--- src/sv/seven_segment_display_command_encoder_assert.svh ---
// ----------------------------------------------------------------------------
// Seven-segment display command encoder: assertion macros
// Shared concurrent-check macros, clocked on the rising edge and disabled
// while reset is asserted.
// ----------------------------------------------------------------------------
`ifndef SEVEN_SEGMENT_DISPLAY_COMMAND_ENCODER_ASSERT_SVH
`define SEVEN_SEGMENT_DISPLAY_COMMAND_ENCODER_ASSERT_SVH

// Same-cycle implication check
`define SSD_ASSERT_IMP(label, clk, rst_n, ante, cons, msg) \
    label: assert property (@(posedge clk) disable iff (!rst_n) (ante) |-> (cons)) \
        else $error(msg);

// Next-cycle implication check
`define SSD_ASSERT_NXT(label, clk, rst_n, ante, cons, msg) \
    label: assert property (@(posedge clk) disable iff (!rst_n) (ante) |=> (cons)) \
        else $error(msg);

`endif

--- src/sv/ssd_pkg.sv ---
// ----------------------------------------------------------------------------
// ssd_pkg
// Types, bus constants and the character table shared by the display
// command encoder modules.
// ----------------------------------------------------------------------------
package ssd_pkg;

    // Request opcodes
    localparam logic [2:0] OP_CHAR   = 3'd0;
    localparam logic [2:0] OP_NUM8   = 3'd1;
    localparam logic [2:0] OP_NUM12  = 3'd2;
    localparam logic [2:0] OP_NUM16  = 3'd3;
    localparam logic [2:0] OP_BRIGHT = 3'd4;
    localparam logic [2:0] OP_OFF    = 3'd5;
    localparam logic [2:0] OP_CLEAR  = 3'd6;
    localparam logic [2:0] OP_DP     = 3'd7;

    // Configuration register indexes
    localparam logic [2:0] REG_DIGIT_COUNT = 3'd0;
    localparam logic [2:0] REG_DUAL_DP     = 3'd1;
    localparam logic [2:0] REG_DIGIT_MAP   = 3'd2;
    localparam logic [2:0] REG_DP_ON       = 3'd3;
    localparam logic [2:0] REG_DP_OFF      = 3'd4;

    // Configuration reset values
    localparam logic [2:0] RST_DIGIT_COUNT = 3'd1;
    localparam logic       RST_DUAL_DP     = 1'b0;
    localparam logic [7:0] RST_DIGIT_MAP   = 8'd228;
    localparam logic [7:0] RST_DP_ON       = 8'd255;
    localparam logic [7:0] RST_DP_OFF      = 8'd0;

    // Bus bytes
    localparam logic [7:0] CMD_FIXED   = 8'h44;
    localparam logic [7:0] ADDR_BASE   = 8'hC0;
    localparam logic [7:0] BRIGHT_BASE = 8'h88;
    localparam logic [7:0] DISPLAY_OFF = 8'h80;
    localparam logic [7:0] RAW_MASK    = 8'h7f;
    localparam logic [7:0] BLANK_CODE  = 8'h00;

    // Digit holding the decimal points on a dual-point module
    localparam logic [1:0] DP_DIGIT = 2'd3;

    // Number clipping limits
    localparam logic [15:0] DEC_LIM2 = 16'd99;
    localparam logic [15:0] DEC_LIM3 = 16'd999;
    localparam logic [15:0] DEC_LIM4 = 16'd9999;
    localparam logic [15:0] HEX_LIM3 = 16'h0fff;

    // x / 10 == (x * RECIP10) >> 19 for every 16-bit x
    localparam logic [15:0] RECIP10     = 16'd52429;
    localparam int          RECIP_SHIFT = 19;

    // Character table
    localparam int         GLYPH_COUNT = 44;
    localparam logic [5:0] GLYPH_BLANK = 6'd32;
    localparam logic [7:0] GLYPHS [GLYPH_COUNT] = '{
        8'h3f, 8'h06, 8'h5b, 8'h4f, 8'h66, 8'h6d, 8'h7d, 8'h07, 8'h7f, 8'h6f,
        8'h77, 8'h7c, 8'h39, 8'h5e, 8'h79, 8'h71,
        8'h58, 8'h6f, 8'h74, 8'h76, 8'h1e, 8'h38,
        8'h54, 8'h37, 8'h73, 8'h50, 8'h1c, 8'h3e, 8'h6e,
        8'h01, 8'h40, 8'h08, 8'h00, 8'h63, 8'h5c, 8'h46, 8'h70,
        8'h01, 8'h02, 8'h04, 8'h08, 8'h10, 8'h20, 8'h40
    };

    // Segment code of a table index; out-of-range shows the blank character
    function automatic logic [7:0] glyph_code(input logic [7:0] idx);
        logic [7:0] code;
        if (idx < 8'(GLYPH_COUNT))
            code = GLYPHS[idx[5:0]];
        else
            code = GLYPHS[GLYPH_BLANK];
        return code;
    endfunction

    // Request item
    typedef struct packed {
        logic [2:0]  op;
        logic [1:0]  position;
        logic [15:0] value;
        logic        is_raw;
        logic        use_decimal;
        logic [2:0]  brightness_level;
        logic        dp_lit;
    } in_t;

    // Result item
    typedef struct packed {
        logic [7:0] bus_byte;
        logic       frame_start;
        logic       frame_end;
        logic       last;
    } out_t;

    // Effective configuration seen by front and back
    typedef struct packed {
        logic [2:0] cnt;
        logic       dual;
        logic [7:0] map;
        logic [7:0] dp_on;
        logic [7:0] dp_off;
    } cfg_view_t;

    typedef enum logic [1:0] {
        KIND_DIGITS,
        KIND_SINGLE,
        KIND_CLEAR,
        KIND_DP
    } kind_t;

    typedef enum logic [1:0] {
        CONV_NONE,
        CONV_DEC,
        CONV_HEX
    } conv_t;

    // Classified command passed from front to back
    typedef struct packed {
        kind_t       kind;
        conv_t       conv;
        logic [1:0]  pos;
        logic [1:0]  nlast;
        logic [15:0] value;
        logic [7:0]  code;
        logic [7:0]  single_byte;
        logic        dp_lit;
    } cmd_t;

endpackage

--- src/sv/ssd_front.sv ---
// ----------------------------------------------------------------------------
// ssd_front
// Accepts requests, clips positions and values, drops requests that send
// nothing, and queues classified commands for the sequencer (two entries).
// ----------------------------------------------------------------------------
module ssd_front (
    input  logic              clk,
    input  logic              rst_n,
    input  logic              push,
    input  ssd_pkg::in_t      request,
    output logic              full,
    input  ssd_pkg::cfg_view_t cfg,
    input  logic              cmd_pop,
    output ssd_pkg::cmd_t     cmd,
    output logic              cmd_empty
);

    ssd_pkg::cmd_t cls;
    logic          keep;
    logic [2:0]    width;
    logic [2:0]    lim;
    logic [2:0]    cnt_m1;
    logic [15:0]   num;

    ssd_pkg::cmd_t mem_reg [2];
    logic          wr_ptr_reg, wr_ptr_next;
    logic          rd_ptr_reg, rd_ptr_next;
    logic [1:0]    count_reg, count_next;
    logic          wr_en;

    // Classify the request
    always_comb
    begin
        cls             = '0;
        cls.kind        = ssd_pkg::KIND_DIGITS;
        cls.conv        = ssd_pkg::CONV_NONE;
        cls.dp_lit      = request.dp_lit;
        keep            = 1'b1;
        cnt_m1          = cfg.cnt - 3'd1;
        width           = 3'd2;
        num             = request.value;

        case (request.op)
            ssd_pkg::OP_NUM8:  width = 3'd2;
            ssd_pkg::OP_NUM12: width = 3'd3;
            default:           width = 3'd4;
        endcase
        lim = cfg.cnt - width;

        case (request.op)
            ssd_pkg::OP_CHAR:
            begin
                cls.pos = ({1'b0, request.position} > cnt_m1) ? cnt_m1[1:0]
                                                              : request.position;
                if (request.is_raw)
                    cls.code = request.value[7:0] & ssd_pkg::RAW_MASK;
                else
                    cls.code = ssd_pkg::glyph_code(request.value[7:0]);
            end
            ssd_pkg::OP_NUM8, ssd_pkg::OP_NUM12, ssd_pkg::OP_NUM16:
            begin
                keep      = (cfg.cnt >= width);
                cls.pos   = ({1'b0, request.position} > lim) ? lim[1:0]
                                                             : request.position;
                cls.nlast = 2'(width - 3'd1);
                cls.conv  = request.use_decimal ? ssd_pkg::CONV_DEC : ssd_pkg::CONV_HEX;
                if (request.op == ssd_pkg::OP_NUM8)
                    num = {8'd0, request.value[7:0]};
                if (request.use_decimal)
                begin
                    if (request.op == ssd_pkg::OP_NUM8 && num > ssd_pkg::DEC_LIM2)
                        num = ssd_pkg::DEC_LIM2;
                    else if (request.op == ssd_pkg::OP_NUM12 && num > ssd_pkg::DEC_LIM3)
                        num = ssd_pkg::DEC_LIM3;
                    else if (request.op == ssd_pkg::OP_NUM16 && num > ssd_pkg::DEC_LIM4)
                        num = ssd_pkg::DEC_LIM4;
                end
                else if (request.op == ssd_pkg::OP_NUM12 && num > ssd_pkg::HEX_LIM3)
                begin
                    num = ssd_pkg::HEX_LIM3;
                end
                cls.value = num;
            end
            ssd_pkg::OP_BRIGHT:
            begin
                cls.kind        = ssd_pkg::KIND_SINGLE;
                cls.single_byte = ssd_pkg::BRIGHT_BASE + {5'd0, request.brightness_level};
            end
            ssd_pkg::OP_OFF:
            begin
                cls.kind        = ssd_pkg::KIND_SINGLE;
                cls.single_byte = ssd_pkg::DISPLAY_OFF;
            end
            ssd_pkg::OP_CLEAR:
            begin
                cls.kind = ssd_pkg::KIND_CLEAR;
            end
            default:
            begin
                // decimal point op: only a dual-point module sends anything
                cls.kind = ssd_pkg::KIND_DP;
                keep     = cfg.dual;
            end
        endcase
    end

    // Command queue
    assign full      = (count_reg == 2'd2);
    assign cmd_empty = (count_reg == 2'd0);
    assign cmd       = mem_reg[rd_ptr_reg];
    assign wr_en     = push && !full && keep;

    always_comb
    begin
        wr_ptr_next = wr_ptr_reg ^ wr_en;
        rd_ptr_next = rd_ptr_reg ^ cmd_pop;
        count_next  = count_reg + {1'b0, wr_en} - {1'b0, cmd_pop};
    end

    always_ff @(posedge clk or negedge rst_n)
    begin
        if (!rst_n)
        begin
            wr_ptr_reg <= 1'b0;
            rd_ptr_reg <= 1'b0;
            count_reg  <= 2'd0;
        end
        else
        begin
            wr_ptr_reg <= wr_ptr_next;
            rd_ptr_reg <= rd_ptr_next;
            count_reg  <= count_next;
        end
    end

    // Queue storage
    always_ff @(posedge clk)
    begin
        if (wr_en)
            mem_reg[wr_ptr_reg] <= cls;
    end

endmodule

--- src/sv/ssd_back.sv ---
// ----------------------------------------------------------------------------
// ssd_back
// Sequencer: converts numbers to digit codes one digit a cycle, holds the
// digit codes, and emits the command, address, segment and single bytes.
// ----------------------------------------------------------------------------
module ssd_back (
    input  logic               clk,
    input  logic               rst_n,
    input  ssd_pkg::cfg_view_t cfg,
    input  ssd_pkg::cmd_t      cmd,
    input  logic               cmd_empty,
    output logic               cmd_pop,
    output logic               emit_valid,
    output ssd_pkg::out_t      emit,
    input  logic               out_full
);

    typedef enum logic [2:0] {
        S_IDLE,
        S_CONV,
        S_CMD,
        S_ADDR,
        S_DATA,
        S_SINGLE
    } state_t;

    state_t        state_reg, state_next;
    ssd_pkg::cmd_t cur_reg, cur_next;
    logic [1:0]    dig_reg, dig_next;
    logic [1:0]    left_reg, left_next;
    logic [15:0]   val_reg, val_next;
    logic [1:0]    cidx_reg, cidx_next;
    logic [1:0]    cleft_reg, cleft_next;
    logic          dpph_reg, dpph_next;
    logic [7:0]    codes_reg [4];
    logic [7:0]    codes_next [4];

    logic          adv;
    logic          tail;
    logic [31:0]   prod;
    logic [15:0]   quot;
    logic [15:0]   rem16;
    logic [3:0]    digit;
    logic [7:0]    map_sh;
    logic [7:0]    addr;

    // Digit extraction: divide by ten through the reciprocal
    assign prod  = 32'(val_reg) * 32'(ssd_pkg::RECIP10);
    assign quot  = 16'(prod >> ssd_pkg::RECIP_SHIFT);
    assign rem16 = val_reg - ((quot << 3) + (quot << 1));
    assign digit = (cur_reg.conv == ssd_pkg::CONV_DEC) ? rem16[3:0] : val_reg[3:0];

    // Address byte through the digit map
    assign map_sh = cfg.map >> {dig_reg, 1'b0};
    assign addr   = (cfg.dual && dig_reg == ssd_pkg::DP_DIGIT)
                  ? {ssd_pkg::ADDR_BASE[7:2], ssd_pkg::DP_DIGIT}
                  : {ssd_pkg::ADDR_BASE[7:2], map_sh[1:0]};

    // Clear is followed by the dark decimal point frame on dual-point modules
    assign tail = (cur_reg.kind == ssd_pkg::KIND_CLEAR) && cfg.dual && !dpph_reg;

    // Byte output
    always_comb
    begin
        emit_valid = 1'b1;
        emit       = '0;
        case (state_reg)
            S_CMD:
            begin
                emit.bus_byte    = ssd_pkg::CMD_FIXED;
                emit.frame_start = 1'b1;
                emit.frame_end   = 1'b1;
            end
            S_ADDR:
            begin
                emit.bus_byte    = addr;
                emit.frame_start = 1'b1;
            end
            S_DATA:
            begin
                emit.bus_byte  = codes_reg[dig_reg];
                emit.frame_end = 1'b1;
                emit.last      = (left_reg == 2'd0) && !tail;
            end
            S_SINGLE:
            begin
                emit.bus_byte    = cur_reg.single_byte;
                emit.frame_start = 1'b1;
                emit.frame_end   = 1'b1;
                emit.last        = 1'b1;
            end
            default:
            begin
                emit_valid = 1'b0;
            end
        endcase
    end

    assign adv = emit_valid && !out_full;

    // Sequencer next state
    always_comb
    begin
        state_next = state_reg;
        cur_next   = cur_reg;
        dig_next   = dig_reg;
        left_next  = left_reg;
        val_next   = val_reg;
        cidx_next  = cidx_reg;
        cleft_next = cleft_reg;
        dpph_next  = dpph_reg;
        codes_next = codes_reg;
        cmd_pop    = 1'b0;

        case (state_reg)
            S_IDLE:
            begin
                if (!cmd_empty)
                begin
                    cmd_pop   = 1'b1;
                    cur_next  = cmd;
                    dpph_next = 1'b0;
                    dig_next  = cmd.pos;
                    left_next = cmd.nlast;
                    case (cmd.kind)
                        ssd_pkg::KIND_DIGITS:
                        begin
                            if (cmd.conv == ssd_pkg::CONV_NONE)
                            begin
                                codes_next[cmd.pos] = cmd.code;
                                state_next          = S_CMD;
                            end
                            else
                            begin
                                val_next   = cmd.value;
                                cidx_next  = cmd.pos + cmd.nlast;
                                cleft_next = cmd.nlast;
                                state_next = S_CONV;
                            end
                        end
                        ssd_pkg::KIND_SINGLE:
                        begin
                            state_next = S_SINGLE;
                        end
                        ssd_pkg::KIND_CLEAR:
                        begin
                            dig_next      = 2'd0;
                            left_next     = 2'(cfg.cnt - 3'd1);
                            codes_next[0] = ssd_pkg::BLANK_CODE;
                            state_next    = S_CMD;
                        end
                        default:
                        begin
                            dig_next   = ssd_pkg::DP_DIGIT;
                            left_next  = 2'd0;
                            codes_next[ssd_pkg::DP_DIGIT] = cmd.dp_lit ? cfg.dp_on
                                                                       : cfg.dp_off;
                            state_next = S_CMD;
                        end
                    endcase
                end
            end
            S_CONV:
            begin
                // least significant digit first, rightmost position first
                codes_next[cidx_reg] = ssd_pkg::glyph_code({4'd0, digit});
                val_next   = (cur_reg.conv == ssd_pkg::CONV_DEC) ? quot : (val_reg >> 4);
                cidx_next  = cidx_reg - 2'd1;
                cleft_next = cleft_reg - 2'd1;
                if (cleft_reg == 2'd0)
                    state_next = S_CMD;
            end
            S_CMD:
            begin
                if (adv)
                    state_next = S_ADDR;
            end
            S_ADDR:
            begin
                if (adv)
                    state_next = S_DATA;
            end
            S_DATA:
            begin
                if (adv)
                begin
                    if (left_reg != 2'd0)
                    begin
                        dig_next  = dig_reg + 2'd1;
                        left_next = left_reg - 2'd1;
                        if (cur_reg.kind == ssd_pkg::KIND_CLEAR)
                        begin
                            codes_next[dig_reg + 2'd1] = ssd_pkg::BLANK_CODE;
                            state_next = S_CMD;
                        end
                        else
                        begin
                            state_next = S_ADDR;
                        end
                    end
                    else if (tail)
                    begin
                        dpph_next  = 1'b1;
                        dig_next   = ssd_pkg::DP_DIGIT;
                        codes_next[ssd_pkg::DP_DIGIT] = cfg.dp_off;
                        state_next = S_CMD;
                    end
                    else
                    begin
                        state_next = S_IDLE;
                    end
                end
            end
            S_SINGLE:
            begin
                if (adv)
                    state_next = S_IDLE;
            end
            default:
            begin
                state_next = S_IDLE;
            end
        endcase
    end

    // State and registered outputs
    always_ff @(posedge clk or negedge rst_n)
    begin
        if (!rst_n)
        begin
            state_reg <= S_IDLE;
            dpph_reg  <= 1'b0;
            for (int i = 0; i < 4; i++)
                codes_reg[i] <= ssd_pkg::BLANK_CODE;
        end
        else
        begin
            state_reg <= state_next;
            dpph_reg  <= dpph_next;
            codes_reg <= codes_next;
        end
    end

    // Working payload
    always_ff @(posedge clk)
    begin
        cur_reg   <= cur_next;
        dig_reg   <= dig_next;
        left_reg  <= left_next;
        val_reg   <= val_next;
        cidx_reg  <= cidx_next;
        cleft_reg <= cleft_next;
    end

endmodule

--- src/sv/ssd_outq.sv ---
// ----------------------------------------------------------------------------
// ssd_outq
// Two-entry result queue between the sequencer and the result port.
// ----------------------------------------------------------------------------
module ssd_outq (
    input  logic          clk,
    input  logic          rst_n,
    input  logic          wr_en,
    input  ssd_pkg::out_t din,
    output logic          full,
    input  logic          pop,
    output ssd_pkg::out_t dout,
    output logic          empty
);

    ssd_pkg::out_t mem_reg [2];
    logic          wr_ptr_reg, wr_ptr_next;
    logic          rd_ptr_reg, rd_ptr_next;
    logic [1:0]    count_reg, count_next;
    logic          push_ok;
    logic          pop_ok;

    assign full    = (count_reg == 2'd2);
    assign empty   = (count_reg == 2'd0);
    assign dout    = mem_reg[rd_ptr_reg];
    assign push_ok = wr_en && !full;
    assign pop_ok  = pop && !empty;

    // Pointer and fill update
    always_comb
    begin
        wr_ptr_next = wr_ptr_reg ^ push_ok;
        rd_ptr_next = rd_ptr_reg ^ pop_ok;
        count_next  = count_reg + {1'b0, push_ok} - {1'b0, pop_ok};
    end

    always_ff @(posedge clk or negedge rst_n)
    begin
        if (!rst_n)
        begin
            wr_ptr_reg <= 1'b0;
            rd_ptr_reg <= 1'b0;
            count_reg  <= 2'd0;
        end
        else
        begin
            wr_ptr_reg <= wr_ptr_next;
            rd_ptr_reg <= rd_ptr_next;
            count_reg  <= count_next;
        end
    end

    // Storage
    always_ff @(posedge clk)
    begin
        if (push_ok)
            mem_reg[wr_ptr_reg] <= din;
    end

endmodule

--- src/sv/seven_segment_display_command_encoder.sv ---
// A request passes through the command queue, the sequencer and the result queue
// before its first byte is on the result port; number requests are first turned
// into digit codes. The sequencer sends one byte a cycle while the result queue
// is not full, and takes a new command only after the last byte of the current one.
// Reset: configuration returns to its defaults, digit codes to blank, queues empty.
// ----------------------------------------------------------------------------
// seven_segment_display_command_encoder
// Turns display requests into bus byte frames for a 4-digit LED driver.
// ----------------------------------------------------------------------------
`include "seven_segment_display_command_encoder_assert.svh"

module seven_segment_display_command_encoder #(
    parameter int NUM_DIGITS = 4
) (
    input  logic          clk,
    input  logic          rst_n,
    input  logic          push,
    input  ssd_pkg::in_t  request,
    output logic          full,
    input  logic          pop,
    output ssd_pkg::out_t result,
    output logic          empty,
    input  logic          wr_en,
    input  logic [2:0]    wr_index,
    input  logic [7:0]    wr_data
);

    logic [2:0] digit_count_reg;
    logic       dual_dp_reg;
    logic [7:0] digit_map_reg;
    logic [7:0] dp_on_reg;
    logic [7:0] dp_off_reg;

    ssd_pkg::cfg_view_t cfg;
    ssd_pkg::cmd_t      cmd;
    logic               cmd_empty;
    logic               cmd_pop;
    logic               emit_valid;
    ssd_pkg::out_t      emit;
    logic               out_full;

    // Configuration registers
    always_ff @(posedge clk or negedge rst_n)
    begin
        if (!rst_n)
        begin
            digit_count_reg <= ssd_pkg::RST_DIGIT_COUNT;
            dual_dp_reg     <= ssd_pkg::RST_DUAL_DP;
            digit_map_reg   <= ssd_pkg::RST_DIGIT_MAP;
            dp_on_reg       <= ssd_pkg::RST_DP_ON;
            dp_off_reg      <= ssd_pkg::RST_DP_OFF;
        end
        else if (wr_en)
        begin
            case (wr_index)
                ssd_pkg::REG_DIGIT_COUNT: digit_count_reg <= wr_data[2:0];
                ssd_pkg::REG_DUAL_DP:     dual_dp_reg     <= wr_data[0];
                ssd_pkg::REG_DIGIT_MAP:   digit_map_reg   <= wr_data;
                ssd_pkg::REG_DP_ON:       dp_on_reg       <= wr_data;
                ssd_pkg::REG_DP_OFF:      dp_off_reg      <= wr_data;
                default:                  ;
            endcase
        end
    end

    // Effective configuration: out-of-range digit count acts as one digit
    always_comb
    begin
        if (digit_count_reg >= 3'd1 && digit_count_reg <= 3'(NUM_DIGITS))
            cfg.cnt = digit_count_reg;
        else
            cfg.cnt = 3'd1;
        cfg.dual   = dual_dp_reg && (cfg.cnt == 3'd3);
        cfg.map    = digit_map_reg;
        cfg.dp_on  = dp_on_reg;
        cfg.dp_off = dp_off_reg;
    end

    ssd_front u_front (
        .clk       (clk),
        .rst_n     (rst_n),
        .push      (push),
        .request   (request),
        .full      (full),
        .cfg       (cfg),
        .cmd_pop   (cmd_pop),
        .cmd       (cmd),
        .cmd_empty (cmd_empty)
    );

    ssd_back u_back (
        .clk        (clk),
        .rst_n      (rst_n),
        .cfg        (cfg),
        .cmd        (cmd),
        .cmd_empty  (cmd_empty),
        .cmd_pop    (cmd_pop),
        .emit_valid (emit_valid),
        .emit       (emit),
        .out_full   (out_full)
    );

    ssd_outq u_outq (
        .clk   (clk),
        .rst_n (rst_n),
        .wr_en (emit_valid),
        .din   (emit),
        .full  (out_full),
        .pop   (pop),
        .dout  (result),
        .empty (empty)
    );

    // Checks
    `SSD_ASSERT_IMP(a_pop_nonempty, clk, rst_n, cmd_pop, !cmd_empty, "command pop on empty queue")
    `SSD_ASSERT_IMP(a_data_closes, clk, rst_n, !empty && !result.frame_start, result.frame_end, "segment byte without stop")
    `SSD_ASSERT_IMP(a_last_closes, clk, rst_n, !empty && result.last, result.frame_end, "final byte without stop")
    `SSD_ASSERT_NXT(a_pop_leaves_idle, clk, rst_n, cmd_pop, !cmd_pop, "back-to-back command pops")

endmodule
--- config.mk ---
export PLATFORM = sky130hd
export DESIGN_NAME = seven_segment_display_command_encoder
export DESIGN_NICKNAME = d
export VERILOG_FILES = /design/src/sv/ssd_pkg.sv /design/src/sv/ssd_front.sv /design/src/sv/ssd_back.sv /design/src/sv/ssd_outq.sv /design/src/sv/seven_segment_display_command_encoder.sv
export VERILOG_INCLUDE_DIRS = /design/src /design/src/sv
export SDC_FILE = /design/constraint.sdc
export NUM_CORES = 1
export LEC_CHECK = 0
export ABC_AREA = 1
export BUFFER_PORTS_ARGS = -buffer_cell sky130_fd_sc_hd__clkbuf_2
export CAP_MARGIN = 20
export CORE_MARGIN = 1.5
export CORE_UTILIZATION = 35
export CTS_BUF_LIST = sky130_fd_sc_hd__clkbuf_4 sky130_fd_sc_hd__clkbuf_8
export DETAILED_ROUTE_END_ITERATION = 10
export PLACE_DENSITY = 0.53
export SYNTH_ARGS = -nofsm -noshare
export SYNTH_HDL_FRONTEND = slang
export SYNTH_HIERARCHICAL = 1
export SYNTH_SLANG_ARGS = --single-unit
--- constraint.sdc ---
create_clock -name clk -period 9.4 [get_ports clk]
set_clock_uncertainty 0.15 [all_clocks]
set_input_delay 1.88 -clock clk [delete_from_list [all_inputs] [get_ports clk]]
set_output_delay 1.88 -clock clk [all_outputs]
set_load 0.01 [all_outputs]
# == Word-level counts from Yosys, hierarchy flattened ==
# Memory sizes are Yosys's and may differ from the RTL's.
# Index checks and enable logic that the tools add are counted.
# totals
mem_bits_ro,1024
output_inout_bits,13
mem_count,4
latch_bits,0
in_bits,43
ram_bits,104
elab_cells,280
register_bits,108
# classes
muxes,103
eq_ne,41
multipliers,1
n_div,0
shifts,1
n_reduce_logical,58
addsub,15
order_cmp,19
n_bitwise,13
# memory_table
memory,depth,width,rd,rd_clocked_by_memory_dff,wr,line,text
(no name shown),64,8,1,0,0,ssd_pkg.sv:69,code = GLYPHS[idx[5:0]];
(no name shown),64,8,1,0,0,ssd_pkg.sv:69,
u_front.mem_reg,2,41,1,0,1,ssd_front.sv:25,ssd_pkg::cmd_t mem_reg [2];
u_outq.mem_reg,2,11,1,0,1,ssd_outq.sv:16,ssd_pkg::out_t mem_reg [2];
# op_table
cell,count
$mux W16,11
$mux W32,4
$mux W8,16
$pmux W32 S3,1
$bwmux W32,2
$demux W8 S2,3
$pmux W8 S2,3
$mux W2,20
$and A32 B32 Y32,1
$mul A16 B16 Y32 const B,1
$not A32 Y32,1
$pmux W16 S2,1
$pmux W8 S4,1
$pmux W2 S2,7
$mux W24,1
$mux W3,8
$eq A3 B2 Y1 const B,7
$reduce_and A7 Y1,3
$eq A3 B3 Y1 const B,6
$mux W18,1
$ne A2 B1 Y1 const B,9
$pmux W3 S6,1
$logic_and A1 B1 Y1,17
$bmux W8 S2,1
53 further kinds,125

# == Depth between registers and ports, before layout ==
# logic_depth
depth_word,12
ltp_mapped,36
depth_no_buf,36

# == By module ==
# The synthesis kept the hierarchy.
# modules_own_cells
module,instances,seq_area_each_um2,area_per_inst_um2,cells_per_inst
ssd_back,1,1981.9,9927.0,1273
ssd_front,1,2322.2,4509.3,452
seven_segment_display_command_encoder,1,716.9,1239.9,135
ssd_outq,1,760.7,1047.3,89

# == Worst setup path before layout ==
# No wires, ideal clock.
# synth_timing
path_type,flip-flop to flip-flop
start,register u_back.val_reg[3]
end,register with a tool-made name
stages_incl_launch_ff,32
setup_slack_ns,2.984
setup_ns,0.117
required_ns,9.133
t_arrival_ns,6.149
path_buffers,0
period_less_slack_ns,6.416
cell_sequence,edfxtp_1 ha_1 inv_1 fa_1 inv_1 fa_1 fa_1 fa_1 inv_1 fa_1 inv_1 ha_1 a21oi_1 o21ai_0 nor2_1 nand2_1 or2_2 nand2_1 inv_1 ha_1 xor2_1 nand2_1 o21ai_1 inv_1 nor2_1 inv_1 o21ai_0 nand2_1 nand3_1 nand2_1 nand2_1 nand2_1
# synth_lines
element,line,text
"start, declared",ssd_back.sv:31,"logic [15:0] val_reg, val_next;"
"start signal, assigned",ssd_back.sv:250,val_reg <= val_next;

==> flow_metrics.py <==
metrics = {
    "grt": {
        "antenna_found_initial": 0,
        "grt_max_degree": 73,
        "grt_overflow": 0,
        "grt_pass1_wl_um": 72900,
        "grtUsageTotal_pct": 18.6,
        "grt_pass1_vias": 13299,
    },
    "clock_tree": {
        "postCtsSetupRepairBufs": 0,
        "cts_max_level": 2,
        "path_clk_slew_ps": 60,
        "cts_sinks": 204,
        "clk_latency_ps": 560,
        "cts_buffer_depth": 3,
        "cts_root_buffer": "clkbuf_8",
        "holdBufCountCts": 0,
        "cts-buffers-inserted": 37,
        "cts_resized": 0,
        "cts_tree": "yes",
    },
    "detailed_routing": {
        "drt-total-wl_um": 45500,
        "drtIter0Drc": 1030,
        "drc": 0,
        "avgRoutedWirePerCell_um": 17.2,
        "ant_nets": 0,
        "drt_pass1_iterations": 6,
        "drt-vias-per-instance": 5.05,
        "num_vias": 13360,
    },
    "yosys": {
        "ys_ff_latch": 204,
        "syn_area_um2": 16700,
        "synth_top_cell_area_share_pct": 23.7,
        "ys.flop_type": "edfxtp_1",
        "ys_types": 66,
        "avgSynthCellArea_um2": 8.58,
        "synth.top_cells.by_area": "edfxtp_1 (24%), ha_1 (13%), nand2_1 (10%)",
        "synth_seq_area_share_pct": 34.6,
        "synth_edf_count": 132,
        "syn_inst": 1949,
        "yosysWarnings": 6,
        "postSynth.asyncResetShare_pct": 35.3,
        "synth_top_area_cell": "edfxtp_1",
    },
    "setup_path": {
        "cpPeakStageDelay_ps": 540,
        "critical_path.startpoint_type": "flop",
        "cp.arrival_ps": 7290,
        "critical_path.startpoint": "u_back/val_reg[3]",
        "timing.rr.start": "u_back/val_reg[3]",
        "crit_required_ps": 9660,
        "path_max_fanout": 8,
        "cp_slowest_cell": "fa_1",
        "critPathBufInv": 7,
        "endpoint_kind": "flop",
        "path_delay_family": "adder cells",
        "crit_type": "flop to flop",
    },
    "min_path": {
        "hp-start": "digit_map_reg[6]",
        "hold_class": "flop to flop",
    },
    "timing": {
        "fin_crit_ps": 7030,
        "tightest_slew_ps": 1050,
        "setup_tns_ps": 0,
        "hold_violations": 0,
        "slew_headroom_pct": 29.5,
        "drv_slew": 0,
        "setup_violations": 0,
        "max_freq_mhz": 142,
        "rsz0062_at_grt": "no",
        "fin_crit_sh_pct": 74.8,
    },
    "floorplan": {
        "pin_count": 56,
        "start_util_pct": 35.7,
        "die_area_um2": 49100,
        "dieHeight_um": 222,
        "fp-row-count": 79,
        "core_area_um2": 46900,
        "die_w_um": 222,
    },
    "finish": {
        "syn2layout_area_growth_pct": 10.1,
        "seqCellArea_um2": 5780,
        "multi_input_area_um2": 9510,
        "layout-drive-gt1-share_pct": 11.8,
        "fillers": 4907,
        "nNetsFinal": 2312,
        "num_antenna_cells": 0,
    },
    "run": {
        "maxCapViolCount": 0,
    },
    "status": {
        "outcome": "complete, no violations",
    },
    "place": {
        "io_buffers": 55,
        "routabilityCongestion": 0.918,
        "place_hpwl_um": 35700,
    },
}
[placed cells by master, fill, tap and decap left out, types with 7 or more instances in the layout]
master	n
nand2_1	446
inv_1	309
ha_1	176
nor2_1	139
edfxtp_1	132
o21ai_0	121
nand3_1	98
a21oi_1	90
fa_1	81
dfrtp_1	59
clkbuf_2	54
clkbuf_8	41
mux2_2	37
nand4_1	17
xor2_1	17
nor3_1	14
inv_2	14
dfstp_2	13
a31oi_1	11
a221oi_1	10
o21ai_2	9
clkinv_1	9
nor2_2	8
a22oi_1	8
clkinv_2	7
nand2_2	7
buf_4	7
o21ai_1	7
o211ai_1	7
[layout make-up]
type	count	share of cell area (%)
timing repair buffer	62	1.83
multi-input combinational	1379	51.6
clock inverter	22	1.08
clock buffer	46	3.27
sequential	204	31.4
tap	607	4.12
inverter	326	6.66
[cells by family after synthesis]
| kind of cell | Yosys count | synth area share, % |
|---|---|---|
| AND/OR/NAND/NOR | 751 | 19.2 |
| adder cells (fa/ha/maj) | 259 | 23.0 |
| AO/OA/AOI/OAI | 306 | 10.8 |
| multiplexers | 37 | 2.49 |
| other | 1 | 0.0224 |
| buffers and inverters | 369 | 8.74 |
| XOR/XNOR | 22 | 1.15 |
| flip-flops | 204 | 34.6 |
[worst register-to-register path, delay by kind of cell, from the launching register on]
family                     cells  cell delay [ps]
AOI/OAI and AO/OA              4              670
xor gates and xnor gates       1              150
DFF                            1              520
buffers and inverters          7              610
adders and majority gates      8             3670
and+or+nand+nor               11             1170
[routing by layer]
| layer | GRT usage, % | vias to the layer above | share of wire (%) |
|---|---|---|---|
| met5 | 0 | - | 0 |
| met4 | 5.26 | 0 | 2.5 |
| met3 | 3.46 | 72 | 6.4 |
| met2 | 28.0 | 404 | 43 |
| met1 | 27.0 | 6334 | 48 |
| li1 | - | 6550 | - |
[worst paths after layout]
path	endpoint	slack [ps]	cells after the start
min reg2reg	digit_map_reg[6]	310	2
min	digit_map_reg[6]	310	2
min in group asynchronous	u_outq/rd_ptr_reg	1320	1
max	flop	2370	31
max in group asynchronous	u_back/codes_reg[25]	7090	1
max reg2reg	flop	2370	31
[through the flow]
stage / utilization (%) / instances / hold slack, ps / cell area (µm²) / setup slack (ps)
CTS: 39.3 / 2645 / 314 / 18400 / 2370
global placement: 37.6 / 2577 / 305 / 17600 / 2450
global route: 39.3 / 2646 / 327 / 18400 / 1870
finish: 39.3 / 2646 / 314 / 18400 / 2370
detailed placement: 37.6 / 2577 / 305 / 17600 / 2370
floorplan: - / 1952 / 287 / 16700 / 2980
[Yosys cell counts, drive strengths merged (2+ instances only)]
library cell  number
edfxtp           132
a31oi             11
a211oi             7
nor3              15
a32o               3
nand4             17
nand3            101
o221ai             3
o211ai             7
dfrtp             59
ha               178
mux2              37
nor2             156
a311oi             2
a221o              3
o22ai              3
a21oi             93
o21ai            137
xnor2              5
a221oi            10
or2                3
nand2            456
a21boi             3
fa                81
dfstp             13
a22oi              8
a21o               4
o21a               2
buf               27
clkbuf            16
o31ai              2
o2111ai            2
inv              324
clkinv             2
xor2              17
Power is not shown: default switching activity piles up to over one toggle a cycle in this logic, so the estimate is an artifact.
